<file path="src/rtl/tch_pkg.sv">
// Package: parse phases, state record and result record of the ClientHello parser.
`timescale 1ns / 1ps
package tch_pkg;

	localparam logic [7:0]  HS_TYPE_HELLO = 8'd1;
	localparam logic [23:0] MIN_BODY      = 24'd34;
	localparam logic [15:0] RANDOM_LEN    = 16'd32;
	localparam logic [7:0]  MAX_SID       = 8'd32;
	localparam logic [15:0] EXT_SNI       = 16'd0;
	localparam logic [15:0] EXT_TICKET    = 16'd35;
	localparam logic [7:0]  NAME_HOST     = 8'd0;

	localparam logic [4:0] P_TYPE   = 5'd0;
	localparam logic [4:0] P_LEN0   = 5'd1;
	localparam logic [4:0] P_LEN1   = 5'd2;
	localparam logic [4:0] P_LEN2   = 5'd3;
	localparam logic [4:0] P_VMAJ   = 5'd4;
	localparam logic [4:0] P_VMIN   = 5'd5;
	localparam logic [4:0] P_RAND   = 5'd6;
	localparam logic [4:0] P_SIDLEN = 5'd7;
	localparam logic [4:0] P_SID    = 5'd8;
	localparam logic [4:0] P_CSLEN0 = 5'd9;
	localparam logic [4:0] P_CSLEN1 = 5'd10;
	localparam logic [4:0] P_CS0    = 5'd11;
	localparam logic [4:0] P_CS1    = 5'd12;
	localparam logic [4:0] P_CMLEN  = 5'd13;
	localparam logic [4:0] P_CM     = 5'd14;
	localparam logic [4:0] P_EXLEN0 = 5'd15;
	localparam logic [4:0] P_EXLEN1 = 5'd16;
	localparam logic [4:0] P_EH0    = 5'd17;
	localparam logic [4:0] P_EH1    = 5'd18;
	localparam logic [4:0] P_EH2    = 5'd19;
	localparam logic [4:0] P_EH3    = 5'd20;
	localparam logic [4:0] P_SNL0   = 5'd21;
	localparam logic [4:0] P_SNL1   = 5'd22;
	localparam logic [4:0] P_SNTYPE = 5'd23;
	localparam logic [4:0] P_SNHL0  = 5'd24;
	localparam logic [4:0] P_SNHL1  = 5'd25;
	localparam logic [4:0] P_SNHOST = 5'd26;
	localparam logic [4:0] P_SNSKIP = 5'd27;
	localparam logic [4:0] P_TICKET = 5'd28;
	localparam logic [4:0] P_UNK    = 5'd29;
	localparam logic [4:0] P_DONE   = 5'd30;
	localparam logic [4:0] P_ERR    = 5'd31;

	localparam logic [3:0] K_NONE    = 4'd0;
	localparam logic [3:0] K_VMAJ    = 4'd1;
	localparam logic [3:0] K_VMIN    = 4'd2;
	localparam logic [3:0] K_RANDOM  = 4'd3;
	localparam logic [3:0] K_SID     = 4'd4;
	localparam logic [3:0] K_SUITE   = 4'd5;
	localparam logic [3:0] K_COMP    = 4'd6;
	localparam logic [3:0] K_EXTHDR  = 4'd7;
	localparam logic [3:0] K_HOST    = 4'd8;
	localparam logic [3:0] K_TICKET  = 4'd9;
	localparam logic [3:0] K_UNKNOWN = 4'd10;

	localparam logic [3:0] E_OK        = 4'd0;
	localparam logic [3:0] E_BAD_TYPE  = 4'd1;
	localparam logic [3:0] E_LEN       = 4'd2;
	localparam logic [3:0] E_TRUNC     = 4'd3;
	localparam logic [3:0] E_SID_LONG  = 4'd4;
	localparam logic [3:0] E_SUITES    = 4'd5;
	localparam logic [3:0] E_ZERO_COMP = 4'd6;
	localparam logic [3:0] E_EXT_LEN   = 4'd7;
	localparam logic [3:0] E_EXT_OVER  = 4'd8;
	localparam logic [3:0] E_SNI       = 4'd9;

	typedef struct packed {
		logic [4:0]  phase;
		logic [23:0] msg_left;
		logic [15:0] exts_left;
		logic [15:0] ext_left;
		logic [15:0] list_left;
		logic [15:0] host_left;
		logic [15:0] count;
		logic [7:0]  hi_byte;
		logic [15:0] ext_type;
		logic [3:0]  err;
	} state_t;

	typedef struct packed {
		logic [3:0]  field_kind;
		logic [15:0] field_value;
		logic [15:0] extension_kind;
		logic [15:0] item_index;
		logic        host_start;
		logic        message_done;
		logic        accepted;
		logic [3:0]  error_code;
	} result_t;

	localparam state_t STATE_RESET = '{phase: P_TYPE, msg_left: '0, exts_left: '0,
		ext_left: '0, list_left: '0, host_left: '0, count: '0, hi_byte: '0,
		ext_type: '0, err: E_OK};

endpackage

</file>
<file path="src/rtl/tch_step.sv">
// Per-byte parse step: next state and result from the current state and one byte.
`timescale 1ns / 1ps
module tch_step (
	input  tch_pkg::state_t  cur,
	input  logic [7:0]       data_byte,
	input  logic             last_byte,
	output tch_pkg::state_t  nxt,
	output tch_pkg::result_t res
);
	import tch_pkg::*;

	state_t      s;
	result_t     o;
	logic        body;
	logic        parse;
	logic [23:0] r;
	logic [15:0] w;
	logic [4:0]  ph;

	always_comb begin
		s = cur;
		o = '0;
		w = {s.hi_byte, data_byte};
		body = ((cur.phase >= P_VMAJ) && (cur.phase <= P_DONE)) ||
			((cur.phase == P_ERR) && (cur.err != E_BAD_TYPE));
		parse = 1'b1;
		if (body) begin
			if (s.msg_left == 24'd0) begin
				s.err = E_LEN;
				s.phase = P_ERR;
				parse = 1'b0;
			end else begin
				s.msg_left = s.msg_left - 24'd1;
			end
		end
		r = s.msg_left;
		ph = s.phase;
		if (parse && ph >= P_EH0 && ph <= P_UNK && s.exts_left != 16'd0)
			s.exts_left = s.exts_left - 16'd1;
		if (parse && ph >= P_SNL0 && ph <= P_UNK && s.ext_left != 16'd0)
			s.ext_left = s.ext_left - 16'd1;
		if (parse && ph >= P_SNTYPE && ph <= P_SNSKIP && s.list_left != 16'd0)
			s.list_left = s.list_left - 16'd1;
		if (ph >= P_EH2 && ph <= P_UNK)
			o.extension_kind = s.ext_type;

		if (parse) begin
			case (ph)
				P_TYPE: begin
					if (data_byte != HS_TYPE_HELLO) s.err = E_BAD_TYPE;
					s.phase = P_LEN0;
				end
				P_LEN0: begin
					s.msg_left = {16'd0, data_byte};
					s.phase = P_LEN1;
				end
				P_LEN1: begin
					s.msg_left = {s.msg_left[15:0], data_byte};
					s.phase = P_LEN2;
				end
				P_LEN2: begin
					s.msg_left = {s.msg_left[15:0], data_byte};
					if (s.err != E_OK) s.phase = P_ERR;
					else if (s.msg_left < MIN_BODY) begin
						s.err = E_TRUNC;
						s.phase = P_ERR;
					end else s.phase = P_VMAJ;
				end
				P_VMAJ: begin
					o.field_kind = K_VMAJ;
					o.field_value = {8'd0, data_byte};
					s.phase = P_VMIN;
				end
				P_VMIN: begin
					o.field_kind = K_VMIN;
					o.field_value = {8'd0, data_byte};
					s.count = '0;
					s.phase = P_RAND;
				end
				P_RAND: begin
					o.field_kind = K_RANDOM;
					o.field_value = {8'd0, data_byte};
					o.item_index = s.count;
					s.count = s.count + 16'd1;
					if (s.count >= RANDOM_LEN) s.phase = P_SIDLEN;
				end
				P_SIDLEN: begin
					s.count = '0;
					s.ext_left = {8'd0, data_byte};
					if (data_byte > MAX_SID) begin
						if (s.err == E_OK) s.err = E_SID_LONG;
						s.phase = P_ERR;
					end else if ({16'd0, data_byte} > r) begin
						if (s.err == E_OK) s.err = E_TRUNC;
						s.phase = P_ERR;
					end else s.phase = (data_byte == 8'd0) ? P_CSLEN0 : P_SID;
				end
				P_SID: begin
					o.field_kind = K_SID;
					o.field_value = {8'd0, data_byte};
					o.item_index = s.count;
					s.count = s.count + 16'd1;
					if (s.ext_left != 16'd0) s.ext_left = s.ext_left - 16'd1;
					if (s.ext_left == 16'd0) s.phase = P_CSLEN0;
				end
				P_CSLEN0: begin
					s.hi_byte = data_byte;
					s.phase = P_CSLEN1;
				end
				P_CSLEN1: begin
					if (w[0] || w == 16'd0) begin
						if (s.err == E_OK) s.err = E_SUITES;
						s.phase = P_ERR;
					end else begin
						s.ext_left = {1'b0, w[15:1]};
						s.count = '0;
						s.phase = P_CS0;
					end
				end
				P_CS0: begin
					s.hi_byte = data_byte;
					s.phase = P_CS1;
				end
				P_CS1: begin
					o.field_kind = K_SUITE;
					o.field_value = w;
					o.item_index = s.count;
					s.count = s.count + 16'd1;
					if (s.ext_left != 16'd0) s.ext_left = s.ext_left - 16'd1;
					s.phase = (s.ext_left == 16'd0) ? P_CMLEN : P_CS0;
				end
				P_CMLEN: begin
					s.count = '0;
					s.ext_left = {8'd0, data_byte};
					if (data_byte == 8'd0) begin
						if (s.err == E_OK) s.err = E_ZERO_COMP;
						s.phase = P_ERR;
					end else if ({16'd0, data_byte} > r) begin
						if (s.err == E_OK) s.err = E_TRUNC;
						s.phase = P_ERR;
					end else s.phase = P_CM;
				end
				P_CM: begin
					o.field_kind = K_COMP;
					o.field_value = {8'd0, data_byte};
					o.item_index = s.count;
					s.count = s.count + 16'd1;
					if (s.ext_left != 16'd0) s.ext_left = s.ext_left - 16'd1;
					if (s.ext_left == 16'd0) s.phase = (r == 24'd0) ? P_DONE : P_EXLEN0;
				end
				P_EXLEN0: begin
					s.hi_byte = data_byte;
					s.phase = P_EXLEN1;
				end
				P_EXLEN1: begin
					if ({8'd0, w} != r) begin
						if (s.err == E_OK) s.err = E_EXT_LEN;
						s.phase = P_ERR;
					end else begin
						s.exts_left = w;
						s.phase = (w == 16'd0) ? P_DONE : P_EH0;
					end
				end
				P_EH0: begin
					if (s.exts_left < 16'd3) begin
						if (s.err == E_OK) s.err = E_EXT_OVER;
						s.phase = P_ERR;
					end else begin
						s.hi_byte = data_byte;
						s.phase = P_EH1;
					end
				end
				P_EH1: begin
					s.ext_type = w;
					o.field_kind = K_EXTHDR;
					o.field_value = w;
					o.extension_kind = w;
					s.phase = P_EH2;
				end
				P_EH2: begin
					s.hi_byte = data_byte;
					s.phase = P_EH3;
				end
				P_EH3: begin
					if (w > s.exts_left) begin
						if (s.err == E_OK) s.err = E_EXT_OVER;
						s.phase = P_ERR;
					end else begin
						s.ext_left = w;
						s.count = '0;
						if (s.ext_type == EXT_SNI) begin
							if (w < 16'd2) begin
								if (s.err == E_OK) s.err = E_SNI;
								s.phase = P_ERR;
							end else s.phase = P_SNL0;
						end else if (w == 16'd0) begin
							s.phase = (s.exts_left == 16'd0) ? P_DONE : P_EH0;
						end else begin
							s.phase = (s.ext_type == EXT_TICKET) ? P_TICKET : P_UNK;
						end
					end
				end
				P_SNL0: begin
					s.hi_byte = data_byte;
					s.phase = P_SNL1;
				end
				P_SNL1: begin
					if (w != s.ext_left) begin
						if (s.err == E_OK) s.err = E_SNI;
						s.phase = P_ERR;
					end else begin
						s.list_left = w;
						if (w == 16'd0) s.phase = (s.exts_left == 16'd0) ? P_DONE : P_EH0;
						else s.phase = P_SNTYPE;
					end
				end
				P_SNTYPE: begin
					if (data_byte == NAME_HOST) begin
						if (s.list_left < 16'd2) begin
							if (s.err == E_OK) s.err = E_SNI;
							s.phase = P_ERR;
						end else s.phase = P_SNHL0;
					end else if (s.list_left == 16'd0) begin
						s.phase = (s.exts_left == 16'd0) ? P_DONE : P_EH0;
					end else s.phase = P_SNSKIP;
				end
				P_SNHL0: begin
					s.hi_byte = data_byte;
					s.phase = P_SNHL1;
				end
				P_SNHL1: begin
					if (w == 16'd0 || w > s.list_left) begin
						if (s.err == E_OK) s.err = E_SNI;
						s.phase = P_ERR;
					end else begin
						s.host_left = w;
						s.count = '0;
						s.phase = P_SNHOST;
					end
				end
				P_SNHOST: begin
					o.field_kind = K_HOST;
					o.field_value = {8'd0, data_byte};
					o.item_index = s.count;
					o.host_start = (s.count == 16'd0);
					s.count = s.count + 16'd1;
					if (s.host_left != 16'd0) s.host_left = s.host_left - 16'd1;
					if (s.host_left == 16'd0) begin
						if (s.list_left == 16'd0)
							s.phase = (s.exts_left == 16'd0) ? P_DONE : P_EH0;
						else s.phase = P_SNTYPE;
					end
				end
				P_SNSKIP: begin
					if (s.list_left == 16'd0)
						s.phase = (s.exts_left == 16'd0) ? P_DONE : P_EH0;
				end
				P_TICKET, P_UNK: begin
					o.field_kind = (ph == P_TICKET) ? K_TICKET : K_UNKNOWN;
					o.field_value = {8'd0, data_byte};
					o.item_index = s.count;
					s.count = s.count + 16'd1;
					if (s.ext_left == 16'd0)
						s.phase = (s.exts_left == 16'd0) ? P_DONE : P_EH0;
				end
				default: begin
				end
			endcase
		end

		// drop field output once the message is in error
		if (s.phase == P_ERR) begin
			o.field_kind = K_NONE;
			o.field_value = '0;
			o.extension_kind = '0;
			o.item_index = '0;
			o.host_start = 1'b0;
		end

		if (last_byte) begin
			o.message_done = 1'b1;
			if (cur.phase <= P_LEN1) o.error_code = E_TRUNC;
			else if (s.err == E_BAD_TYPE) o.error_code = E_BAD_TYPE;
			else if (s.msg_left != 24'd0) o.error_code = E_LEN;
			else if (s.err != E_OK) o.error_code = s.err;
			else if (s.phase != P_DONE) o.error_code = E_TRUNC;
			else o.error_code = E_OK;
			o.accepted = (o.error_code == E_OK);
			s = STATE_RESET;
		end

		nxt = s;
		res = o;
	end

endmodule

</file>
<file path="src/rtl/tls_client_hello_parser_top.sv">
// Top level: streaming ClientHello parser with parse state and result register.
`timescale 1ns / 1ps
// Usage:
//   Input channel (in_valid / in_stall) carries one message byte per beat in
//   data_byte, with last_byte high on the final byte of the handshake message.
//   Output channel (out_valid / out_stall) returns exactly one result beat per
//   input beat: the field decoded from that byte (field_kind, field_value,
//   extension_kind, item_index, host_start), and on the last byte the
//   verdict (message_done, accepted, error_code).
// Result: registered, it appears in the cycle after its byte is accepted.
// Throughput: one byte per cycle while no result waits under out_stall; the
//   per-byte parse step (counter updates and compares) sits between the parse
//   state and result registers, so the next byte can follow in the next cycle.
// Stall: while a result waits under out_stall, in_stall is raised and the
//   parse state holds; a result register that is empty or being drained
//   lets a new byte in.
// Reset: arst_n clears the parse state to "expect handshake type" and drops
//   out_valid. After each last byte the parser returns to that state itself.
module tls_client_hello_parser_top (
	input  logic        clk,
	input  logic        arst_n,
	input  logic        in_valid,
	output logic        in_stall,
	input  logic [7:0]  data_byte,
	input  logic        last_byte,
	output logic        out_valid,
	input  logic        out_stall,
	output logic [3:0]  field_kind,
	output logic [15:0] field_value,
	output logic [15:0] extension_kind,
	output logic [15:0] item_index,
	output logic        host_start,
	output logic        message_done,
	output logic        accepted,
	output logic [3:0]  error_code
);
	import tch_pkg::*;

	state_t  state_q;
	state_t  state_nxt;
	result_t res_nxt;
	result_t res_q;
	logic    out_valid_q;
	logic    take;

	// hold the input while the result register is full and stalled
	assign in_stall = out_valid_q & out_stall;
	assign take     = in_valid & ~in_stall;

	tch_step u_step (
		.cur       (state_q),
		.data_byte (data_byte),
		.last_byte (last_byte),
		.nxt       (state_nxt),
		.res       (res_nxt)
	);

	// advance parse state only on an accepted beat
	always_ff @(posedge clk or negedge arst_n) begin
		if (!arst_n) begin
			state_q     <= STATE_RESET;
			out_valid_q <= 1'b0;
		end else begin
			if (take) begin
				state_q     <= state_nxt;
				out_valid_q <= 1'b1;
			end else if (!out_stall) begin
				out_valid_q <= 1'b0;
			end
		end
	end

	// result payload; loads only with a new beat
	always_ff @(posedge clk) begin
		if (take) begin
			res_q <= res_nxt;
		end
	end

	assign out_valid      = out_valid_q;
	assign field_kind     = res_q.field_kind;
	assign field_value    = res_q.field_value;
	assign extension_kind = res_q.extension_kind;
	assign item_index     = res_q.item_index;
	assign host_start     = res_q.host_start;
	assign message_done   = res_q.message_done;
	assign accepted       = res_q.accepted;
	assign error_code     = res_q.error_code;

endmodule
</file>
<file path="config.mk">
export PLATFORM = sky130hd
export DESIGN_NAME = tls_client_hello_parser_top
export DESIGN_NICKNAME = d
export VERILOG_FILES = /design/src/rtl/tch_pkg.sv /design/src/rtl/tch_step.sv /design/src/rtl/tls_client_hello_parser_top.sv
export SDC_FILE = /design/constraint.sdc
export NUM_CORES = 1
export LEC_CHECK = 0
export BUFFER_PORTS_ARGS = -buffer_cell sky130_fd_sc_hd__clkbuf_2
export CORE_UTILIZATION = 64
export DETAILED_ROUTE_END_ITERATION = 8
export PLACE_DENSITY_LB_ADDON = 0.12
export SYNTH_ARGS = -nofsm -noshare
export SYNTH_HDL_FRONTEND = slang
export SYNTH_SLANG_ARGS = --single-unit
</file>
<file path="constraint.sdc">
create_clock -name clk -period 6.6 [get_ports clk]
set_clock_uncertainty 0.2 [all_clocks]
set_input_delay 1.98 -clock clk [delete_from_list [all_inputs] [get_ports clk]]
set_output_delay 1.98 -clock clk [all_outputs]
set_load 0.02 [all_outputs]
</file>
---- After elaboration in Yosys (flattened, before gate mapping) ----
Index checks and enable logic that the tools add are counted.
cells by class
  add/sub/neg operators ................... 7
  $lt $le $gt $ge ......................... 18
  equality and inequality tests ........... 43
  bitwise logic cells ..................... 6
  muxes and demuxes ....................... 111
  reductions and logical operators ........ 57
operators with widths
  operator               count
  $mux 16                25
  $mux 137               2
  $pmux 20 s9            1
  $logic_not 16->1       10
  $pmux 5 s29            1
  $mux 4                 34
  $mux 5                 24
  $pmux 16 s6            1
  $eq 5x5->1 const B     16
  $pmux 16 s5            1
  $reduce_bool 16->1     5
  $sub 16x1->16 const B  5
  $logic_not 24->1       2
  $lt 16x2->1 const B    3
  $pmux 24 s2            1
  $pmux 4 s11            1
  $eq 5x4->1 const B     8
  $mux 33                1
  $gt 16x16->1           2
  $mux 32                1
  $pmux 16 s2            1
  $mux 29                1
  $gt 8x24->1            1
  $lt 24x6->1 const B    1
  other kinds (46)       94
storage, ports and cells
  input bits .............................. 13
  flip-flop bits (word level) ............. 197

---- Longest topological paths before layout ----
Gate-level depths: netlist of the first run.
  word-level depth ........................ 26
  gate-level depth with buffers ........... 26
  gate-level depth less buffers ........... 23

---- By module ----
Synthesis of the first run repeated with hierarchy kept, for this count alone.
unflattened totals
  cell total of the unflattened synthesis .. 2124
  area, all modules ....................... 18042.3 um2
by module, submodules not included
  module                       cells an instance  area an instance (um2)  times used  sequential area each (um2)
  tch_step                     1772               10560.1                 1           0.0
  tls_client_hello_parser_top  352                7482.2                  1           5225.0

---- Worst setup path before layout of the first run ----
No wires, ideal clock.
  path kind ............................... input -> register
  start ................................... input data_byte[0]
  end ..................................... register res_q, in the netlist accepted (data pin)
  setup slack ............................. 0.976 ns
  data arrival time ....................... 5.169 ns
  library setup time ...................... 0.255 ns
  data required time ...................... 6.145 ns
  cell stages on the path ................. 17
  path through ............................ clkbuf_1 -> inv_1 -> ha_1 -> nand4_1 -> nor2_1 -> o31ai_1 -> nand4b_1 -> nor4b_1 -> and4b_1 -> clkbuf_1 -> a21oi_1 -> a2111oi_0 -> nand2_1 -> or4_1 -> o2111ai_4 -> nor2_1 -> and3_1
between the ends
  longest elaborated chain between the ends .. 14
  elaborated cells between the ends (all ways) .. 60
  those cells by class .................... order compare: 6; eq/ne: 5; mux: 42; reduce/logical: 7
RTL lines
  what                                 line                               text
  start: declaration                   tls_client_hello_parser_top.sv:24  input logic [7:0] data_byte,
  $lt 16x2->1 (tied with other cells)  tch_step.sv:192                    if (w < 16'd2) begin
  $mux 4 (tied with other cells)       tch_step.sv:192
  $mux 5 (on tied branches)            tch_step.sv:191, tch_step.sv:93
  $mux 5 (on tied branches)            tch_step.sv:185, tch_step.sv:90
  $pmux 5 s29                          tch_step.sv:48                     case (ph)
  $mux 137 *                           tch_step.sv:47                     if (parse) begin
  $ne 5x5->1                           tch_step.sv:286                    else if (s.phase != P_DONE) o.error_code = E_TRUNC;
  $mux 2                               tch_step.sv:286
  $mux 4                               tch_step.sv:285                    else if (s.err != E_OK) o.error_code = s.err;
  $mux 4                               tch_step.sv:284                    else if (s.msg_left != 24'd0) o.error_code = E_LEN;
  $mux 4 *                             tch_step.sv:283                    else if (s.err == E_BAD_TYPE) o.error_code = E_BAD_TYPE;
  $mux 4 *                             tch_step.sv:282                    if (cur.phase <= P_LEN1) o.error_code = E_TRUNC;
  $mux 4 *                             tch_step.sv:280                    if (last_byte) begin
  $logic_not 4->1 *                    tch_step.sv:288                    o.accepted = (o.error_code == E_OK);
  end signal: assignment               tls_client_hello_parser_top.sv:76  res_q <= res_nxt;
  end: declaration                     tls_client_hello_parser_top.sv:42  result_t res_q;
Every way passes the cells marked *; elsewhere a longest branch is shown, timed or not. The select of a mux whose other input is x is not followed.
A chain may end at the register's enable or synchronous reset.

---- Worst setup path after layout of the first run ----
  start ................................... register state_q[76] (netlist name)
  end ..................................... register res_q, in the netlist extension_kind[4] (data pin)
between the ends
  longest elaborated chain between the ends .. 12
  elaborated cells between the ends (all ways) .. 26
  those cells by class .................... add/sub: 2; eq/ne: 2; mux: 15; reduce/logical: 7
RTL lines
  what                                                        line                                               text
  start: declaration                                          tls_client_hello_parser_top.sv:39                  state_t state_q;
  start signal: assignment                                    tls_client_hello_parser_top.sv:65                  state_q <= state_nxt;
  branches (longest 2 deep; another with $sub 16x1->16)       --
  $mux 16 *                                                   tch_step.sv:40                                     if (parse && ph >= P_SNL0 && ph <= P_UNK && s.ext_left != 16'd0)
  $sub 16x1->16 / $reduce_bool 16->1 (equally long branches)  tch_step.sv:103, tch_step.sv:129, tch_step.sv:148
  $mux 16                                                     tch_step.sv:103, tch_step.sv:129, tch_step.sv:148
  $mux 16                                                     tch_step.sv:48
  $mux 16                                                     tch_step.sv:47
  $logic_not 16->1 (on tied branches)                         tch_step.sv:149, tch_step.sv:104, tch_step.sv:130
  $mux 5 (tied with other cells)                              tch_step.sv:149                                    if (s.ext_left == 16'd0) s.phase = (r == 24'd0) ? P_DONE : P_EXLEN0;
  $pmux 5 s29 *                                               tch_step.sv:48
  $mux 137 *                                                  tch_step.sv:47
  $eq 5x5->1 *                                                tch_step.sv:272                                    if (s.phase == P_ERR) begin
Mark *: on every way between the ends. The select of a mux whose other input is x is not followed.

==> results of run 1 <==
## how the worst max path moves through the flow
stage,startpoint,endpoint,slack [ns],cells after the start
after floorplan,data_byte[0],accepted$_SDFFCE_PN0P_,0.98,17
final,state_q[76]$_DFFE_PN0P_,extension_kind[4]$_SDFFCE_PP0P_,0.10,21
after CTS,state_q[108]$_DFFE_PN0P_,extension_kind[4]$_SDFFCE_PP0P_,0.29,20
after global routing,state_q[108]$_DFFE_PN0P_,extension_kind[4]$_SDFFCE_PP0P_,-0.001,24
after global placement,state_q[76]$_DFFE_PN0P_,extension_kind[3]$_SDFFCE_PP0P_,0.39,20
after detailed placement,state_q[108]$_DFFE_PN0P_,extension_kind[4]$_SDFFCE_PP0P_,0.31,23
## cell type report
cell class                      count  area, um2
Multi-Input combinational cell   1705      10400
Fill cell                        2010       7160
Sequential cell                   197       5230
Timing Repair Buffer              167       1100
Clock buffer                       17        425
Tap cell                          330        413
Clock inverter                     15        220
Inverter                           43        163
## through the flow
step           setup TNS [ns]  worst slack (ns)  cell area [um2]
4_1_cts                     0             0.286            17900
5_1_grt              -0.00106          -0.00106            17900
3_3_place_gp                0             0.389            17200
2_1_floorplan               0             0.976            16300
6_report                    0             0.104            17900
3_5_place_dp                0             0.310            17200
## sequential cells by signal, summed over array words and instances, names as in the netlist, 4 cells and up
register and cells:
error_code 4, extension_kind 16, field_kind 4, field_value 16, item_index 16, state_q 137
## tightest hold or removal path, cell delays in order, from the launching register on
cell	delay [ns]
dfrtp_1	0.38
nand2_1	0.06
o31ai_1	0.06
## kinds of logic after synthesis
kind of cell             synth area share (%)
AND/OR/NAND/NOR                          28.1
flip-flops                               32.0
AO/OA/AOI/OAI                            24.6
buffers and inverters                    4.67
adder cells (fa/ha/maj)                  3.68
XOR/XNOR                                 4.95
multiplexers                             1.98
## per-layer routing
| layer | global-route usage (%) | vias up | wire, um |
|---|---|---|---|
| met5 | 0 | - | 0 |
| met4 | 24.7 | 0 | 3390 |
| met3 | 15.2 | 359 | 9630 |
| met2 | 70.0 | 1640 | 26800 |
| met1 | 63.2 | 8513 | 23300 |
| li1 | - | 7857 | - |
## where the power goes
| group | internal, W | switching, W |
|---|---|---|
| Clock | 0.000563 | 0.000613 |
| Combinational | 0.00210 | 0.00389 |
| Sequential | 0.00149 | 0.000374 |
## timing repair
action,in CTS,in global routing
endpoints found under the setup margin,0,21
hold endpoints to repair,0,0
buffers inserted,0,4
gates resized for setup,0,7
## cells in the final DEF (no fill, tap or decap), drive strengths merged, types with 27 or more instances in the layout
cell type	synthesis	final
and2	37	37
xnor2	55	55
ha	48	48
o22ai	31	31
or3	27	27
nand4	38	38
nand3	47	47
buf	12	95
edfxtp	59	59
a31oi	28	28
clkbuf	143	89
nand2	228	228
nor3	96	96
o21ai	201	201
inv	41	48
a21oi	132	132
dfrtp	138	138
nor4	50	50
xor2	32	32
nor2	241	241
==> impl_metrics.ini, run 1 <==
[global_routing]
grt_pass1_vias = 17000
grt_util_all_layers_pct = 47.8
antenna_found_initial = 1
grt_max_degree = 100
grt_pass1_wl_um = 96600
globalRouteOverflowTotal = 0

[die]
dieArea_mm2 = 0.0261
die_h_um = 162
die_w_um = 162
io_pins = 74
core_mm2 = 0.0251
start_util_pct = 65.0
rows = 58

[synth]
yosys_warnings = 0
synth_edf_count = 59
yosysMostFrequentCell = nor2_1
ys_seq_area_share_pct = 32.0
synth.area.top_cells = dfrtp_1 21%, edfxtp_1 11%, o21ai_0 6.0%
synth_nets = 2161
postSynthAreaPerCell_um2 = 7.77
netlist_top_cells_count = 231 x nor2_1, 228 x nand2_1, 195 x o21ai_0
postSynth.asyncResetShare_pct = 70.1
ys.flop_type = dfrtp_1
synth_cells = 2100
synth_area_mm2 = 0.0163
synth.distinct_cells = 89
ys_seq_elements = 197
synth_area_leader_cell = dfrtp_1
synth_top_area_share_pct = 21.2

[setup_path]
crit_path_cell_trace = inv_1 > ha_1 > nor3b_1 > nand4_1 > o211ai_1 > nor2_1 > a21oi_1 > ha_1 > nand3_1 > a222oi_1 > nand4_1 > nor4_4 > buf_4 > a21o_1 > nand2_1 > or4_1 > or4b_4 > o2111ai_4 > nor2b_4 > buf_12 > o21ai_0
r2r-end = extension_kind[4]$_SDFFCE_PP0P_
cp-end-kind = flop
slowest_stage = or4_1
worst-setup-path-type = flop to flop
critical_path_buf_inv_count = 3
worstPathArrival_ns = 6.59
r2r_cells = 21
worstPathRequired_ns = 6.70
path_max_fanout = 16
start_kind = flop
r2r_slack_ns = 0.10
rr_startpoint = state_q[76]$_DFFE_PN0P_
cp_slowest_stage_delay_ns = 0.56
crit_family = simple AND/OR/NAND/NOR gates

[hold_path]
worstHoldStart = state_q[16]$_DFFE_PN0P_
hold_end = state_q[16]$_DFFE_PN0P_
hold_class = flop to flop
hold_depth = 2

[sta]
hold_violations = 0
fmax_mhz = 154
min_period_over_period_pct = 98.4
final_max_slew_viol_count = 0
tightest_slew_ns = 1.22
post-route-min-period_ns = 6.50
fin_hold_ws_ns = 0.337
setup_viol = 0
relSlewSlack_pct = 18.4

[power_and_ir_drop]
p_leak_nw = 7.34
total_power_w = 0.00902
powerDensity_mw_per_mm2 = 503
peakVddDrop_mv = 0.729

[routing]
vias = 18400
drt_iter0_drc = 3400
drc = 0
routedWlPerCell_um = 25.5
ant_nets = 0
wirelength_um = 63100
dr.pass1.iters = 8
routed_via_density = 7.42

[cts]
cts_tree = built
ctsHtreeMaxLevel = 4
cts_buffers = 17
numClockSinks = 197
clock_insertion_delay_worst_skew_ns = 0.46
clk_pin_slew_worst_paths_ns = 0.10
cts_hold_buf = 0
clockBufferDepth = 2
clockRootBuffer = clkbuf_16

[finish]
num_antenna_cells = 0
drive_gt1_share_pct = 12.8
fin_util_pct = 71.5
final_cells = 2474
area_delta_synth_final_pct = 9.99
nets = 2192

[placement]
gp_congestion = 1.09
place_hpwl_um = 44200
place_inst = 2438
place.port_buffers = 73

[job]
drv_cap = 0

[status]
outcome = finished clean
No activity file was read; power rests on OpenSTA's default activity.
==> run 2: changes to the inputs <==
Settings changed: PLACE_DENSITY set to 0.81, PLACE_DENSITY_LB_ADDON 0.12 to unset.
==> run 2 against run 1 <==
Hold slack worse by 0.012 ns; worst setup slack better by 0.095 ns; first-iteration DRC count is 5.4% lower; clock-buffer cell count is 1 higher; register-to-register slack better by 0.095 ns; final area hardly changed; non-clock buffer count is 1 lower; flip-flop and latch count stayed put; final cell count stayed put; clock power hardly changed; combinational power is 4.0% lower; routed wire length is 1.9% lower; critical endpoint is now extension_kind[13]$_SDFFCE_PP0P_; largest power group unchanged.
==> impl_metrics.ini, run 2 (synthesized netlist as in run 1, its figures left out) <==
[cts]
cts_tree = built
ctsHtreeMaxLevel = 4
clk_pin_slew_worst_paths_ns = 0.10
clockBufferDepth = 2
clockRootBuffer = clkbuf_16
clock_insertion_delay_worst_skew_ns = 0.47
cts_buffers = 17
numClockSinks = 197

[power_and_ir_drop]
peakVddDrop_mv = 0.596
powerDensity_mw_per_mm2 = 492
p_leak_nw = 7.33

[setup_path]
r2r_cells = 21
crit_path_end = extension_kind[13]$_SDFFCE_PP0P_
critical_path_buf_inv_count = 3
crit_start = state_q[76]$_DFFE_PN0P_
crit_family = simple AND/OR/NAND/NOR gates
worst-setup-path-type = flop to flop
slowest_stage = or4_1
start_kind = flop
r2r_slack_ns = 0.20
path_max_fanout = 14
cp-end-kind = flop
cp.depth = 21
worstPathRequired_ns = 6.73
crit_path_cell_trace = inv_1 > ha_1 > nor3b_1 > nand4_1 > o211ai_1 > nor2_1 > a21oi_1 > ha_1 > nand3_1 > a222oi_1 > nand4_1 > nor4_4 > a21o_1 > nand2_1 > or4_1 > or4b_4 > o2111ai_4 > nor2b_4 > buf_12 > buf_4 > nor2_2
r2r-end = extension_kind[13]$_SDFFCE_PP0P_
worstPathArrival_ns = 6.53
rr_startpoint = state_q[76]$_DFFE_PN0P_
cp_slowest_stage_delay_ns = 0.53

[routing]
drc = 0
ant_nets = 0
dr.pass1.iters = 7
drt_iter0_drc = 3216
wirelength_um = 61900
routedWlPerCell_um = 25.0
routed_via_density = 7.37
vias = 18200

[die]
io_pins = 74
dieArea_mm2 = 0.0261
die_h_um = 162
start_util_pct = 65.0
core_mm2 = 0.0251
rows = 58
die_w_um = 162

[sta]
final_max_slew_viol_count = 0
relSlewSlack_pct = 17.8
setup_viol = 0
post-route-min-period_ns = 6.40
tightest_slew_ns = 1.23
hold_violations = 0
fmax_mhz = 156
min_period_over_period_pct = 97.0

[global_routing]
grt_pass1_vias = 16600
globalRouteOverflowTotal = 0
antenna_found_initial = 0
grt_pass1_wl_um = 93900
grt_max_degree = 88
grt_util_all_layers_pct = 46.7

[finish]
multi_input_area_mm2 = 0.0104
n_fill_cell = 2023
nets = 2191
layout_commonest_cell = nor2_1
stdcell_area_mm2 = 0.0179
final_cell_mix = 230 x nor2_1, 226 x nand2_1, 195 x o21ai_0, 138 x dfrtp_1, 132 x a21oi_1
drive_gt1_share_pct = 12.8
fin_util_pct = 71.4
largest_reg_flops = 137
top_register = state_q
area_delta_synth_final_pct = 9.91
seq_area_mm2 = 0.00523

[placement]
place_hpwl_um = 43800
gp_congestion = 1.10
place.port_buffers = 73
placed_cell_area_mm2 = 0.0172

[status]
outcome = finished clean

[job]
drv_cap = 0

[hold_path]
hold_class = flop to flop
==> run 2: final cells by class <==
| type | instances | share of cell area (%) |
|---|---|---|
| multi-input cells | 1705 | 58.0 |
| flip-flops and latches | 197 | 29.1 |
| repair buffers | 166 | 6.03 |
| clock buffers | 18 | 2.51 |
| well taps | 330 | 2.30 |
| clock inverters | 14 | 1.06 |
| inverters | 43 | 0.907 |
| diodes | 1 | 0.0140 |
==> run 2: worst min-delay path by stage <==
stage | endpoint | start | cells after the start
finish | state_q[19]$_DFFE_PN0P_ | state_q[19]$_DFFE_PN0P_ | 2
global route | state_q[14]$_DFFE_PN0P_ | state_q[14]$_DFFE_PN0P_ | 2
CTS | state_q[19]$_DFFE_PN0P_ | state_q[19]$_DFFE_PN0P_ | 2
detailed placement | state_q[19]$_DFFE_PN0P_ | state_q[19]$_DFFE_PN0P_ | 2
global placement | state_q[24]$_DFFE_PN0P_ | state_q[24]$_DFFE_PN0P_ | 1
floorplan | state_q[60]$_DFFE_PN0P_ | state_q[60]$_DFFE_PN0P_ | 2
==> run 2: worst register-to-register path, cell delays in order (launching register included) <==
cell,delay [ns]
dfrtp_1,0.50
inv_1,0.18
ha_1,0.21
nor3b_1,0.44
nand4_1,0.38
o211ai_1,0.30
nor2_1,0.08
a21oi_1,0.30
ha_1,0.39
nand3_1,0.17
a222oi_1,0.44
nand4_1,0.22
nor4_4,0.48
a21o_1,0.20
nand2_1,0.07
or4_1,0.53
or4b_4,0.52
o2111ai_4,0.14
nor2b_4,0.08
buf_12,0.16
buf_4,0.16
nor2_2,0.10
==> run 2: where the power goes <==
group | total, W | internal [W] | leakage [nW] | switching (W)
Clock | 0.00116 | 0.000549 | 0.310 | 0.000607
Sequential | 0.00192 | 0.00148 | 2.46 | 0.000435
Combinational | 0.00575 | 0.00203 | 4.56 | 0.00372
Total | 0.00883 | 0.00406 | 7.33 | 0.00477
==> run 2: per-stage QoR <==
stage	instances	setup WS, ns	total power [W]	hold WS, ns	setup TNS [ns]
global route	2473	-0.0341	0.00921	0.346	-0.120
CTS	2468	0.185	0.00852	0.321	0
detailed placement	2436	0.188	0.00736	0.300	0
global placement	2436	0.325	0.00727	0.289	0
finish	2474	0.200	0.00883	0.325	0
floorplan	2100	0.976	0.00561	0.270	0
==> run 2: what timing repair did <==
item	in CTS	in global routing
endpoints found under the setup margin	0	29
hold buffers	0	0
endpoints found under the hold margin	0	0
resized for setup	0	8
buffers inserted	0	5
==> run 2: layer usage <==
layer	wire (um)	vias up	GRT usage, %
met3	8980	331	12.9
li1	-	7852	-
met1	23000	8522	63.0
met4	3570	0	25.0
met5	0	-	0
met2	26300	1527	68.0
